--- src/rtl/brle_pkg.sv ---
// ----------------------------------------------------------------------------
// brle_pkg
// shared types and constants for the byte run-length encoder
// ----------------------------------------------------------------------------
package brle_pkg;

  // largest repeat count a pair can carry (run of 256 bytes)
  localparam logic [7:0] RunMaxCount = 8'd255;

  // depth of the result queue and its index width
  localparam int unsigned QueueDepth = 4;
  localparam int unsigned QueueIdxW  = $clog2(QueueDepth);
  localparam int unsigned QueueCntW  = $clog2(QueueDepth + 1);

  // one encoded pair as it leaves the block
  typedef struct packed {
    logic [7:0] repeat_minus_one;
    logic [7:0] run_value;
    logic       row_last;
  } pair_t;

endpackage

--- src/rtl/brle_if.sv ---
// ----------------------------------------------------------------------------
// brle_if
// valid/ready channels for raster bytes in and encoded pairs out
// ----------------------------------------------------------------------------
interface brle_in_if;
  logic       valid;
  logic       ready;
  logic [7:0] data_byte;
  logic       row_end;

  modport source (output valid, output data_byte, output row_end, input ready);
  modport sink   (input valid, input data_byte, input row_end, output ready);
endinterface

interface brle_out_if;
  logic       valid;
  logic       ready;
  logic [7:0] repeat_minus_one;
  logic [7:0] run_value;
  logic       row_last;

  modport source (output valid, output repeat_minus_one, output run_value,
                  output row_last, input ready);
  modport sink   (input valid, input repeat_minus_one, input run_value,
                  input row_last, output ready);
endinterface

--- src/rtl/byte_run_length_encoder_unit.sv ---
// ----------------------------------------------------------------------------
// byte_run_length_encoder_unit
// each pair is registered into the result queue when its byte is taken, and out_o offers the queue head
// throughput: one byte per cycle while in_i.ready is high; a byte may cause up to two
//   pairs, and out_o moves one pair per beat through a four-entry result queue
// in_i.ready drops while the queue holds more than two pairs
// reset: no run pending, queue empty, out_o.valid low
// ----------------------------------------------------------------------------
module byte_run_length_encoder_unit (
  input  logic       clk_i,
  input  logic       rst_ni,
  brle_in_if.sink    in_i,
  brle_out_if.source out_o
);

  // current run
  logic [7:0] run_byte_q, run_byte_d;
  logic [7:0] run_count_q, run_count_d;
  logic       run_open_q, run_open_d;

  // result queue, plain register file addressed by read and write pointers
  brle_pkg::pair_t                     queue_mem [brle_pkg::QueueDepth];
  logic [brle_pkg::QueueIdxW-1:0]      wr_ptr_q, wr_ptr_d;
  logic [brle_pkg::QueueIdxW-1:0]      rd_ptr_q, rd_ptr_d;
  logic [brle_pkg::QueueCntW-1:0]      fill_q, fill_d;

  logic            in_beat, out_beat;
  logic            extend;
  logic            close_vld, flush_vld;
  logic [7:0]      next_byte, next_count;
  brle_pkg::pair_t close_pair, flush_pair;
  brle_pkg::pair_t slot0, slot1;
  logic [1:0]      push_cnt;
  logic [brle_pkg::QueueIdxW-1:0] wr_ptr_p1;

  // accept a byte only when room for two pairs is left
  assign in_i.ready = (fill_q <= brle_pkg::QueueCntW'(brle_pkg::QueueDepth - 2));
  assign in_beat    = in_i.valid & in_i.ready;

  assign out_o.valid = (fill_q != '0);
  assign out_beat    = out_o.valid & out_o.ready;

  // a byte compare, a full-run check and one increment decide the run update
  always_comb begin
    extend = run_open_q && (in_i.data_byte == run_byte_q) &&
             (run_count_q != brle_pkg::RunMaxCount);

    // a differing byte (or a full previous run) closes the pending run
    close_vld                   = run_open_q & ~extend;
    close_pair.repeat_minus_one = run_count_q;
    close_pair.run_value        = ~run_byte_q;
    close_pair.row_last         = 1'b0;

    if (extend) begin
      next_byte  = run_byte_q;
      next_count = run_count_q + 8'd1;
    end else begin
      next_byte  = in_i.data_byte;
      next_count = 8'd0;
    end

    // run hit 256 bytes or the row ended: flush right away
    flush_vld                   = (next_count == brle_pkg::RunMaxCount) | in_i.row_end;
    flush_pair.repeat_minus_one = next_count;
    flush_pair.run_value        = ~next_byte;
    flush_pair.row_last         = in_i.row_end;

    // keep order: close pair first, flush pair after it
    slot0    = close_vld ? close_pair : flush_pair;
    slot1    = flush_pair;
    push_cnt = 2'(close_vld) + 2'(flush_vld);
  end

  // next state for the run and the queue pointers
  always_comb begin
    run_byte_d  = run_byte_q;
    run_count_d = run_count_q;
    run_open_d  = run_open_q;
    wr_ptr_d    = wr_ptr_q;
    rd_ptr_d    = rd_ptr_q;

    if (in_beat) begin
      run_byte_d = next_byte;
      if (flush_vld) begin
        run_count_d = 8'd0;
        run_open_d  = 1'b0;
      end else begin
        run_count_d = next_count;
        run_open_d  = 1'b1;
      end
      wr_ptr_d = wr_ptr_q + brle_pkg::QueueIdxW'(push_cnt);
    end

    if (out_beat) begin
      rd_ptr_d = rd_ptr_q + brle_pkg::QueueIdxW'(1);
    end

    fill_d = fill_q
           + (in_beat ? brle_pkg::QueueCntW'(push_cnt) : '0)
           - brle_pkg::QueueCntW'(out_beat);
  end

  assign wr_ptr_p1 = wr_ptr_q + brle_pkg::QueueIdxW'(1);

  always_ff @(posedge clk_i or negedge rst_ni) begin
    if (!rst_ni) begin
      run_byte_q  <= 8'd0;
      run_count_q <= 8'd0;
      run_open_q  <= 1'b0;
      wr_ptr_q    <= '0;
      rd_ptr_q    <= '0;
      fill_q      <= '0;
    end else begin
      run_byte_q  <= run_byte_d;
      run_count_q <= run_count_d;
      run_open_q  <= run_open_d;
      wr_ptr_q    <= wr_ptr_d;
      rd_ptr_q    <= rd_ptr_d;
      fill_q      <= fill_d;
    end
  end

  // queue storage, no reset needed
  always_ff @(posedge clk_i) begin
    if (in_beat && (push_cnt != 2'd0)) begin
      queue_mem[wr_ptr_q] <= slot0;
    end
    if (in_beat && (push_cnt == 2'd2)) begin
      queue_mem[wr_ptr_p1] <= slot1;
    end
  end

  // head of the queue drives the output beat
  assign out_o.repeat_minus_one = queue_mem[rd_ptr_q].repeat_minus_one;
  assign out_o.run_value        = queue_mem[rd_ptr_q].run_value;
  assign out_o.row_last         = queue_mem[rd_ptr_q].row_last;

endmodule

--- src/flat_wrapper.sv ---
// flat-port wrapper written by rule: the top's interface ports become plain ports
module byte_run_length_encoder_unit_flat 
  (clk_i, rst_ni, in_i_valid, in_i_data_byte, in_i_row_end, in_i_ready, out_o_valid, out_o_repeat_minus_one, out_o_run_value, out_o_row_last, out_o_ready);
  brle_in_if in_i_i ();
  brle_out_if out_o_i ();
  input  logic clk_i;
  input  logic rst_ni;
  input wire logic [$bits(in_i_i.valid)-1:0] in_i_valid;
  input wire logic [$bits(in_i_i.data_byte)-1:0] in_i_data_byte;
  input wire logic [$bits(in_i_i.row_end)-1:0] in_i_row_end;
  output wire logic [$bits(in_i_i.ready)-1:0] in_i_ready;
  output wire logic [$bits(out_o_i.valid)-1:0] out_o_valid;
  output wire logic [$bits(out_o_i.repeat_minus_one)-1:0] out_o_repeat_minus_one;
  output wire logic [$bits(out_o_i.run_value)-1:0] out_o_run_value;
  output wire logic [$bits(out_o_i.row_last)-1:0] out_o_row_last;
  input wire logic [$bits(out_o_i.ready)-1:0] out_o_ready;
  assign in_i_i.valid = in_i_valid;
  assign in_i_i.data_byte = in_i_data_byte;
  assign in_i_i.row_end = in_i_row_end;
  assign in_i_ready = in_i_i.ready;
  assign out_o_valid = out_o_i.valid;
  assign out_o_repeat_minus_one = out_o_i.repeat_minus_one;
  assign out_o_run_value = out_o_i.run_value;
  assign out_o_row_last = out_o_i.row_last;
  assign out_o_i.ready = out_o_ready;
  byte_run_length_encoder_unit u_core (.clk_i(clk_i), .rst_ni(rst_ni), .in_i(in_i_i), .out_o(out_o_i));
endmodule
--- config.mk ---
export PLATFORM = sky130hd
export DESIGN_NAME = byte_run_length_encoder_unit_flat
export DESIGN_NICKNAME = d
export VERILOG_FILES = /design/src/rtl/brle_pkg.sv /design/src/rtl/brle_if.sv /design/src/rtl/byte_run_length_encoder_unit.sv /design/src/flat_wrapper.sv
export SDC_FILE = /design/constraint.sdc
export NUM_CORES = 1
export LEC_CHECK = 0
export BUFFER_PORTS_ARGS = -buffer_cell sky130_fd_sc_hd__clkbuf_2
export CORE_MARGIN = 1.5
export CORE_UTILIZATION = 29
export DETAILED_ROUTE_END_ITERATION = 6
export PLACE_DENSITY = 0.48
export SLEW_MARGIN = 20
export SYNTH_ARGS = -nofsm -noshare
export SYNTH_HDL_FRONTEND = slang
export SYNTH_SLANG_ARGS = --single-unit
--- constraint.sdc ---
create_clock -name clk_i -period 3.28 [get_ports clk_i]
set_input_delay 0.164 -clock clk_i [delete_from_list [all_inputs] [get_ports clk_i]]
set_output_delay 0.164 -clock clk_i [all_outputs]
set_load 0.01 [all_outputs]
==> metrics.txt <==
CP Max Fanout=6; Sw Share=0.350; Cells after Synth=360; Power Density=790 nW/µm²; first-pass GRT wire length=~18,000 µm; Switch Pwr=about 1.5 mW; final setup fails=0; Sum Neg Setup Slack=0 ns; pin count of the biggest net entering global routing=25; Placeable Area=between 15,000 and 20,000 µm²; total CTS buffers=9; nets@finish=425; Post-DRT Antenna Nets=0; FF-to-FF End=u_core.fill_q[2]$_DFF_PN0_; First DRT Iteration DRCs=167; reg2reg path depth=11; Max-Cap Viols=0; GRT Overall Usage=0.147; Slew @ Worst Pin=0.994 ns; top cell type's share of synthesized area=0.432; Die Y=131 µm; Final Slew Violations=0; startpoint types=register; Post-synth EDFFs=68; IO Pins=32; synth top area cells=edfxtp_1 (43%), dfrtp_1 (13%), mux4_2 (8.1%), mux2i_1 (6.8%), nand2_1 (4.0%); # port buffers=31; Detailed Place HPWL=7330 µm; CTS Buffer Depth=2; Finished Cell Area=5580 µm²; VDD IR max=0.338 mV; Max Clk Rate=0.325 GHz; layout cells sized above 1=0.245; CP max stage delay=0.44 ns; die area=between 15,000 and 20,000 µm²; Flop pwr share=0.391; number of global-route vias before repair=3,163; Placed Area=about 5300 µm²; Final min period=3.08 ns; hold path start=in_i_data_byte[7]; register-to-register setup slack=between 0.2 and 0.25 ns; RR Startpoint=u_core.run_byte_q[3]$_DFFE_PN0P_; WS Path Type=reg -> reg; CP endpoint kind=register; antenna violations before repair=0; # fillers=~1,600; Rows=46; Clk Latency, worst-skew pair=0.35 ns; arrival time at the worst endpoint=3.35 ns; WP data required=3.55 ns; Mapped Area=4730 µm²; internal power=between 2 and 3 mW; ant diodes=0; FFs w/ async S/R, synth=0.261; CTS tree=built; Leakage Power=2.33 nW; max_slew headroom=0.338; RSZ-0062 raised after global routing=no; Seq cells post-synth=92; Starting Density=0.298; CTS H-tree lvls=3; clk slew on worst S/H paths=0.07 ns; fin crit share=0.939; Hold WC Path Type=in -> reg; GP Congestion=0.822; final core occ=0.351; Via Count=2,993; sinks on the clock net=92; Clock Skew=0.0109 ns; placed cell count=606; synth unique cells=49; register area share after synthesis=0.558; drt pass-1 iters=4; crit path cell chain=xor2_1, nor4_4, and3_2, a21o_1, inv_1, ha_1, and3_1, ha_1, fa_1, xnor2_1, xnor2_1; Gate power share=0.371; Yosys top cell by area=edfxtp_1; dominant synthesized flop cell=edfxtp_1; Clock power frac=0.237; Post-Synthesis Net Count=382; Hold Path Sink=u_core.run_byte_q[7]$_DFFE_PN0P_; Area growth syn-to-layout=17.9%; crit path from=u_core.run_byte_q[3]$_DFFE_PN0P_; Cell Count, Final, Fillers Out=624; Congestion Overflow GR=0; Vias/cell=4.80; Syn. warnings=0; drt wl/cell=roughly 18 µm; DRC Markers=0; root buffer cell=clkbuf_16; Routed WL=11,400 µm; Final Hold Vio Count=0; CP max stage cell=dfrtp_1; Die W=between 100 and 150 µm; hold path depth=3; outcome=completed; syn_area_per_cell=13.1 µm²
==> registers in the layout, summed over array words and instances, names as in the netlist <==
| name | flops |
|---|---|
| u_core.run_open_q | 1 |
| u_core.wr_ptr_q | 2 |
| u_core.run_count_q | 8 |
| u_core.run_byte_q | 8 |
| u_core.queue_mem | 68 |
| u_core.rd_ptr_q | 2 |
| u_core.fill_q | 3 |
==> Yosys cell counts, types with 3 or more instances <==
master	instances
a211oi_1	4
a21o_1	22
a21oi_1	5
and2_1	5
and3_1	6
buf_2	6
clkbuf_1	10
dfrtp_1	24
edfxtp_1	68
ha_1	8
inv_1	7
mux2i_1	32
mux4_2	17
nand2_1	51
nand3_1	8
nand4_1	3
nor2_1	8
nor2b_1	4
o31ai_1	18
or2_2	5
or3_1	3
xnor2_1	5
xor2_1	11
==> power by group through the flow <==
stage	clock network, mW	registers, mW	logic (mW)
2_1_floorplan	0	1.64	1.16
3_3_place_gp	0	1.74	1.67
3_5_place_dp	0	1.76	1.68
4_1_cts	1.07	1.74	1.69
5_1_grt	1.11	1.77	1.82
6_report	1.05	1.73	1.64
==> critical path, delay by kind of cell, from the launching register on <==
kind | cells | cell delay [ns]
adder cells (fa/ha/maj) | 3 | 0.90
AO/OA/AOI/OAI | 1 | 0.22
AND/OR/NAND/NOR | 3 | 0.85
flip-flops | 1 | 0.44
XOR/XNOR | 3 | 0.53
buffers and inverters | 1 | 0.06
==> area by class of cell <==
class / instances / area [µm²] / share of cell area
sequential: 92 / 2640 / 0.474
multi-input combinational: 240 / 1980 / 0.354
timing repair buffer: 53 / 373 / 0.0668
tap: 216 / 270 / 0.0484
clock buffer: 10 / 229 / 0.0410
clock inverter: 6 / 63.8 / 0.0114
inverter: 7 / 26.3 / 0.00471
==> cell usage in the layout (no fill, tap or decap), types with 2 or more instances in the layout <==
master     Yosys  layout
nor2_1         8       7
nand2_1       51      51
buf_12         0       4
and3_1         6       5
dfrtp_1       24      24
edfxtp_1      68      68
o31ai_1       18      18
nand2b_1       2       2
nand3_1        8       8
inv_1          7       7
buf_4          1      17
xor2_1        11      11
a211oi_1       4       4
mux2i_1       32      32
and2_1         5       5
or3_1          3       3
nor2b_1        4       4
a21o_1        22      22
nand4_1        3       3
clkbuf_16      0       9
a21oi_2        1       2
nor3b_2        1       3
a21oi_1        5       4
ha_1           8       8
clkbuf_2       0      31
or2_2          5       5
mux4_2        17      17
xnor2_1        5       5
==> repair_timing <==
item | 4_1_cts | 5_1_grt
resized for setup | 0 | 2
setup endpoints to repair | 0 | 13
hold endpoints to repair | 24 | 0
hold buffers | 1 | 0
buffers inserted | 0 | 1
==> stage by stage <==
stage,setup slack [ns],hold slack (ns),power [mW]
after global routing,0.0203,0.111,4.69
final,0.201,0.101,4.41
after CTS,0.140,0.0884,4.49
after global placement,0.263,0.250,3.42
after floorplan,0.0579,-0.132,2.81
after detailed placement,0.142,0.261,3.44
==> how the worst max path moves through the flow <==
stage	slack, ns	cells past startpoint	endpoint
detailed placement	0.14	11	u_core.fill_q[2]$_DFF_PN0_
finish	0.20	11	u_core.fill_q[2]$_DFF_PN0_
floorplan	0.06	8	u_core.queue_mem[0][0]$_DFFE_PP_
global route	0.02	11	u_core.fill_q[2]$_DFF_PN0_
CTS	0.14	11	u_core.fill_q[2]$_DFF_PN0_
global placement	0.26	11	u_core.fill_q[2]$_DFF_PN0_
==> kinds of logic (layout without fill, tap and decap cells) <==
family,after synthesis,count (layout),synth area share
and+or+nand+nor,108,108,0.120
xor gates and xnor gates,16,16,0.0296
DFF,92,92,0.558
muxes,49,49,0.149
buffers and inverters,28,76,0.0278
AOI/OAI and AO/OA,57,57,0.0883
adders and majority gates,10,10,0.0275
==> metal layers <==
metal  GRT usage  up-vias  share of wire
met5           0        -              0
met4      0.0368        0          0.011
met3      0.0346       10          0.056
met2       0.245       63           0.47
met1       0.193     1481           0.46
li1            -     1439              -
(Power assumes the default switching activity.)
